--- src/sv/ncrs_pkg.sv ---
// ----------------------------------------------------------------------------
// ncrs_pkg
// Shared types and constants for the nearest cell ring search block.
// ----------------------------------------------------------------------------
package ncrs_pkg;

    // Grid geometry and search reach.
    localparam int GRID_WIDTH  = 64;
    localparam int GRID_HEIGHT = 64;
    localparam int MAX_RADIUS  = 10;

    // Field widths fixed by the item format.
    localparam int XY_W    = 6;
    localparam int CLASS_W = 2;

    // Grid store geometry.
    localparam int CELL_COUNT = GRID_WIDTH * GRID_HEIGHT;
    localparam int ADDR_W     = $clog2(CELL_COUNT);

    // Radius counter width, and a signed width that holds any ring coordinate
    // from -MAX_RADIUS up to the largest centre plus MAX_RADIUS.
    localparam int RAD_W   = $clog2(MAX_RADIUS + 1);
    localparam int COORD_W = $clog2((1 << XY_W) + MAX_RADIUS) + 1;

    // Item commands.
    localparam logic CMD_WRITE  = 1'b0;
    localparam logic CMD_SEARCH = 1'b1;

    // Controller states.
    typedef enum logic [1:0] {
        S_IDLE,
        S_SCAN,
        S_DONE
    } ncrs_state_t;

    // Commands from the controller to the datapath.
    typedef struct packed {
        logic accept;    // latch a new item, write the grid for a write item
        logic step;      // issue the current ring cell and advance the scan
        logic take_hit;  // capture the matching cell as the result
        logic out_load;  // move the result into the output register
    } ncrs_cmd_t;

    // Status from the datapath to the controller.
    typedef struct packed {
        logic match;        // the cell under check holds the target class
        logic chk_pending;  // a grid read is in flight
        logic scan_done;    // the last cell of the last ring has been issued
    } ncrs_stat_t;

endpackage

--- src/sv/ncrs_ctrl.sv ---
// ----------------------------------------------------------------------------
// ncrs_ctrl
// Controller: sequences item acceptance, the ring scan and result hand-off.
// ----------------------------------------------------------------------------
module ncrs_ctrl
    import ncrs_pkg::*;
(
    input  logic       clk,
    input  logic       rst_n,
    input  logic       in_valid,
    output logic       in_ready,
    input  logic       cmd,
    output logic       out_valid,
    input  logic       out_ready,
    input  ncrs_stat_t stat,
    output ncrs_cmd_t  ctl
);

    ncrs_state_t state_reg;
    ncrs_state_t state_next;
    logic        out_valid_reg;
    logic        out_valid_next;

    // State and output valid registers.
    always_ff @(posedge clk or negedge rst_n)
    begin
        if (!rst_n)
        begin
            state_reg     <= S_IDLE;
            out_valid_reg <= 1'b0;
        end
        else
        begin
            state_reg     <= state_next;
            out_valid_reg <= out_valid_next;
        end
    end

    // Next state and datapath commands.
    always_comb
    begin
        state_next = state_reg;
        ctl        = '0;
        in_ready   = 1'b0;
        case (state_reg)
            S_IDLE:
            begin
                in_ready = 1'b1;
                if (in_valid)
                begin
                    ctl.accept = 1'b1;
                    state_next = (cmd == CMD_SEARCH) ? S_SCAN : S_DONE;
                end
            end
            S_SCAN:
            begin
                if (stat.match)
                begin
                    ctl.take_hit = 1'b1;
                    state_next   = S_DONE;
                end
                else if (stat.scan_done)
                begin
                    // Every ring cell has been checked without a match.
                    if (!stat.chk_pending)
                    begin
                        state_next = S_DONE;
                    end
                end
                else
                begin
                    ctl.step = 1'b1;
                end
            end
            S_DONE:
            begin
                if (!out_valid_reg || out_ready)
                begin
                    ctl.out_load = 1'b1;
                    state_next   = S_IDLE;
                end
            end
            default:
            begin
                state_next = S_IDLE;
            end
        endcase
    end

    // The output item stays valid until it is taken.
    always_comb
    begin
        if (ctl.out_load)
        begin
            out_valid_next = 1'b1;
        end
        else if (out_ready)
        begin
            out_valid_next = 1'b0;
        end
        else
        begin
            out_valid_next = out_valid_reg;
        end
    end

    assign out_valid = out_valid_reg;

endmodule

--- config.mk ---
export PLATFORM = sky130hd
export DESIGN_NAME = ncrs_ctrl
export DESIGN_NICKNAME = d
export VERILOG_FILES = /design/src/sv/ncrs_pkg.sv /design/src/sv/ncrs_ctrl.sv
export SDC_FILE = /design/constraint.sdc
export NUM_CORES = 1
export LEC_CHECK = 0
export ABC_CLOCK_PERIOD_IN_PS = 3400
export BUFFER_PORTS_ARGS = -buffer_cell sky130_fd_sc_hd__buf_2
export CORE_AREA = 2 2 39 41
export CTS_CLUSTER_DIAMETER = 30
export CTS_CLUSTER_SIZE = 20
export DETAILED_ROUTE_END_ITERATION = 7
export DIE_AREA = 0 0 41 43
export SLEW_MARGIN = 20
export SYNTH_ARGS = -nofsm -noshare
export SYNTH_HDL_FRONTEND = slang
export SYNTH_SLANG_ARGS = --single-unit
export TNS_END_PERCENT = 20
--- constraint.sdc ---
create_clock -name clk -period 3.4 [get_ports clk]
set_input_delay 0.34 -clock clk [delete_from_list [all_inputs] [get_ports clk]]
set_output_delay 0.34 -clock clk [all_outputs]
set_load 0.005 [all_outputs]
## Word level (Yosys, flattened, before mapping)

Cells that the tools add are included.
W data, S select, Z words.

| storage, ports and cells | value |
|---|---|
| input bits | 8 |
| output and inout bits | 6 |
| register bits after elaboration | 3 |

| operators by class | value |
|---|---|
| equality and inequality tests | 6 |
| mux-type cells | 18 |
| reductions and logical operators | 5 |

Operators by type and width:

| kind | number |
|---|---|
| $mux W2 | 7 |
| $mux W1 | 10 |
| $ne A3 B3 Y1 const B | 2 |
| $pmux W2 S3 | 1 |
| $ne A2 B2 Y1 const B | 2 |
| $reduce_and A4 Y1 | 1 |
| $eq A2 B1 Y1 const B | 1 |
| $eq A2 B2 Y1 const B | 1 |
| $logic_not A2 Y1 | 1 |
| $reduce_bool A2 Y1 | 1 |
| $logic_not A1 Y1 | 1 |
| $logic_or A1 B1 Y1 | 1 |

## Logic depth before layout (Yosys ltp)

| depth | value |
|---|---|
| depth after elaboration | 5 |
| mapped depth | 3 |

## Least setup slack after synthesis

Ideal clock, no wire load.

| timing | value |
|---|---|
| path kind | register to output |
| from | register state_reg[1] |
| to | output port ctl[2] (netlist bit) |
| path buffers | 0 |
| path slack | 2.158 ns |
| data arrival time | 0.902 ns |
| required time | 3.060 ns |
| cell stages (with the launch flop) | 3 |
| cell sequence | dfrtp_1 -> or3b_1 -> nor2_1 |

RTL lines:

| item | RTL line | text |
|---|---|---|
| start, declared | ncrs_ctrl.sv:19 | `ncrs_state_t state_reg;` |
| start signal, assigned | ncrs_ctrl.sv:34 | `state_reg <= state_next;` |
| end, declared | ncrs_ctrl.sv:16 | `output ncrs_cmd_t ctl` |

==> results.json <==
{
  "ir_drop_mv": 0.128,
  "cts_buffers": 3,
  "overflow": 0,
  "worstMarginPinSlew_ps": 222,
  "crit_fanout": 5,
  "drv_slew": 0,
  "setup-violations-final": 0,
  "cts_tree": "yes",
  "fmax_mhz": 630,
  "cts-hold-fix-buffers": 1,
  "grt.total_usage": 0.0603,
  "end_kind": "output port",
  "start_util": 0.127,
  "yosys-top-cells-count": "dfrtp_1, inv_1, nand2b_1, nor2_1",
  "grt_pass1_vias": 169,
  "cts_setup_buffers": 0,
  "synth_top_cells_by_area": "dfrtp_1, nand2b_1, and3b_2, a21oi_2, o32ai_1",
  "crit_type": "reg2out",
  "cts.reportedPaths.clkPinSlew_ps": 40,
  "synth_top_area_share": 0.429,
  "diodes": 0,
  "yosys.cell_types.count": 14,
  "synth_top_cell_by_area": "dfrtp_1",
  "synth.most_common_cell": "dfrtp_1",
  "p_leak_nw": 0.163,
  "routed_via_density": 3.54,
  "drtAntennaViolNets": 0,
  "clock_latency_ps": 230,
  "cts_resized": 0,
  "syn_nets": 27,
  "hpwl_um": 364,
  "antenna_found_initial": 0,
  "maxCapViolCount": 0,
  "syn-cell-area_um2": 175,
  "min_path_type": "in2reg",
  "ys_ff_latch": 3,
  "start_kind": "flop",
  "min_period_over_period": 0.467,
  "globalplace.congestion": 0.604,
  "synthFlopType": "dfrtp_1",
  "rows": 14,
  "n_fill_cell": 155,
  "portBuffers": 13,
  "coreArea_um2": 1380,
  "drc": 0,
  "drive_above_1_share": 0.500,
  "holdWs_ps": 332,
  "dieWidth_um": 41,
  "cts_root_buf": "clkbuf_4",
  "ys_async_sr_fraction": 1.00,
  "status": "finished, final reports clean",
  "clock_path_buffers": 2,
  "finalPower_mw": 0.184,
  "synth_edf_count": 0,
  "syn_to_final_growth_pct": 65.0,
  "vias": 184,
  "dr.pass1.iters": 3,
  "hold_viol": 0,
  "post-route-min-period_ps": 1590,
  "syn_area_per_cell_um2": 9.22,
  "htreeDepth": 1,
  "die_h_um": 43,
  "drt_iter0_drc": 6,
  "largest_register_ffs": 2,
  "dieArea_um2": 1760,
  "required_ps": 3060,
  "synthCells": 19,
  "ys_seq_area_frac": 0.429,
  "slew_headroom": 0.851,
  "wl_per_cell_um": 8.04,
  "wirelength_um": 418,
  "clock_sinks": 3,
  "r2r_slack_ps": 2200,
  "grt_max_degree": 6,
  "tns_ps": 0,
  "fin_nets": 45,
  "rsz0062_at_grt": "false",
  "critPathArrivalTime_ps": 1250,
  "grt_pass1_wl_um": 614,
  "ios": 14,
  "synth_warnings": 0,
  "fin_skew_ps": 1.79,
  "power_density_nw_per_um2": 637
}
==> worst max-delay path, stage by stage (launching register included) <==
cell     delay [ps]
dfrtp_1         400
or3b_1          420
nor2_1           90
buf_2           110
==> through the flow <==
step	std cells	area (um2)	setup slack (ps)	util
2_1_floorplan	19	175	2160	-
3_3_place_gp	47	253	2050	0.183
3_5_place_dp	47	253	2040	0.183
4_1_cts	52	289	1790	0.209
5_1_grt	52	289	1700	0.209
6_report	52	289	1810	0.209
==> cell families after synthesis <==
logic type / after synthesis / synth area share
simple gates: 9 / 0.314
compound gates: 4 / 0.171
buf+inv: 3 / 0.0857
flops: 3 / 0.429
==> cells in the final DEF, fill, tap and decap left out, drive strengths merged <==
cell         synthesis  layout
nor2b                1       1
clkbuf               0       4
dlygate4sd3          0       1
inv                  2       2
o32ai                1       1
or3b                 1       1
nand2                1       1
a21o                 1       1
a21oi                2       2
dfrtp                3       3
nand2b               2       2
and2                 1       1
and3b                1       1
nor2                 2       2
buf                  1      13
==> power by group <==
| group | switching (mW) | internal [mW] | total, mW |
|---|---|---|---|
| clock network | 0.0173 | 0.0439 | 0.0612 |
| registers | 0.0109 | 0.0491 | 0.0601 |
| logic | 0.0282 | 0.0347 | 0.0628 |
==> path summary, 6_finish.rpt <==
path                                               start                  endpoint  depth (start not counted)
worst min register to register     out_valid$_DFFE_PN0P_     out_valid$_DFFE_PN0P_                          2
worst max register to register  state_reg[1]$_DFFE_PN0P_  state_reg[1]$_DFFE_PN0P_                          3
min in group asynchronous                          rst_n  state_reg[1]$_DFFE_PN0P_                          2
max in group asynchronous                          rst_n  state_reg[0]$_DFFE_PN0P_                          2
worst max-delay path            state_reg[1]$_DFFE_PN0P_                    ctl[2]                          3
worst min-delay path                                 cmd  state_reg[0]$_DFFE_PN0P_                          2
==> per-layer routing <==
layer | vias to the layer above | GRT usage | part of all wire
met3 | 0 | 0.0628 | 0.12
li1 | 96 | - | -
met5 | - | 0 | 0
met2 | 8 | 0.0844 | 0.51
met1 | 80 | 0.0387 | 0.37
met4 | 0 | 0.0600 | 0
==> area by class of cell <==
cell class / instances / area, um2 / area share
clock buffer: 4 / 26.3 / 0.0909
inverter: 2 / 7.51 / 0.0260
multi-input combinational: 13 / 85.1 / 0.294
sequential: 3 / 75.1 / 0.260
tap: 16 / 20.0 / 0.0693
timing repair buffer: 14 / 75.1 / 0.260
(Power assumes the default switching activity.)
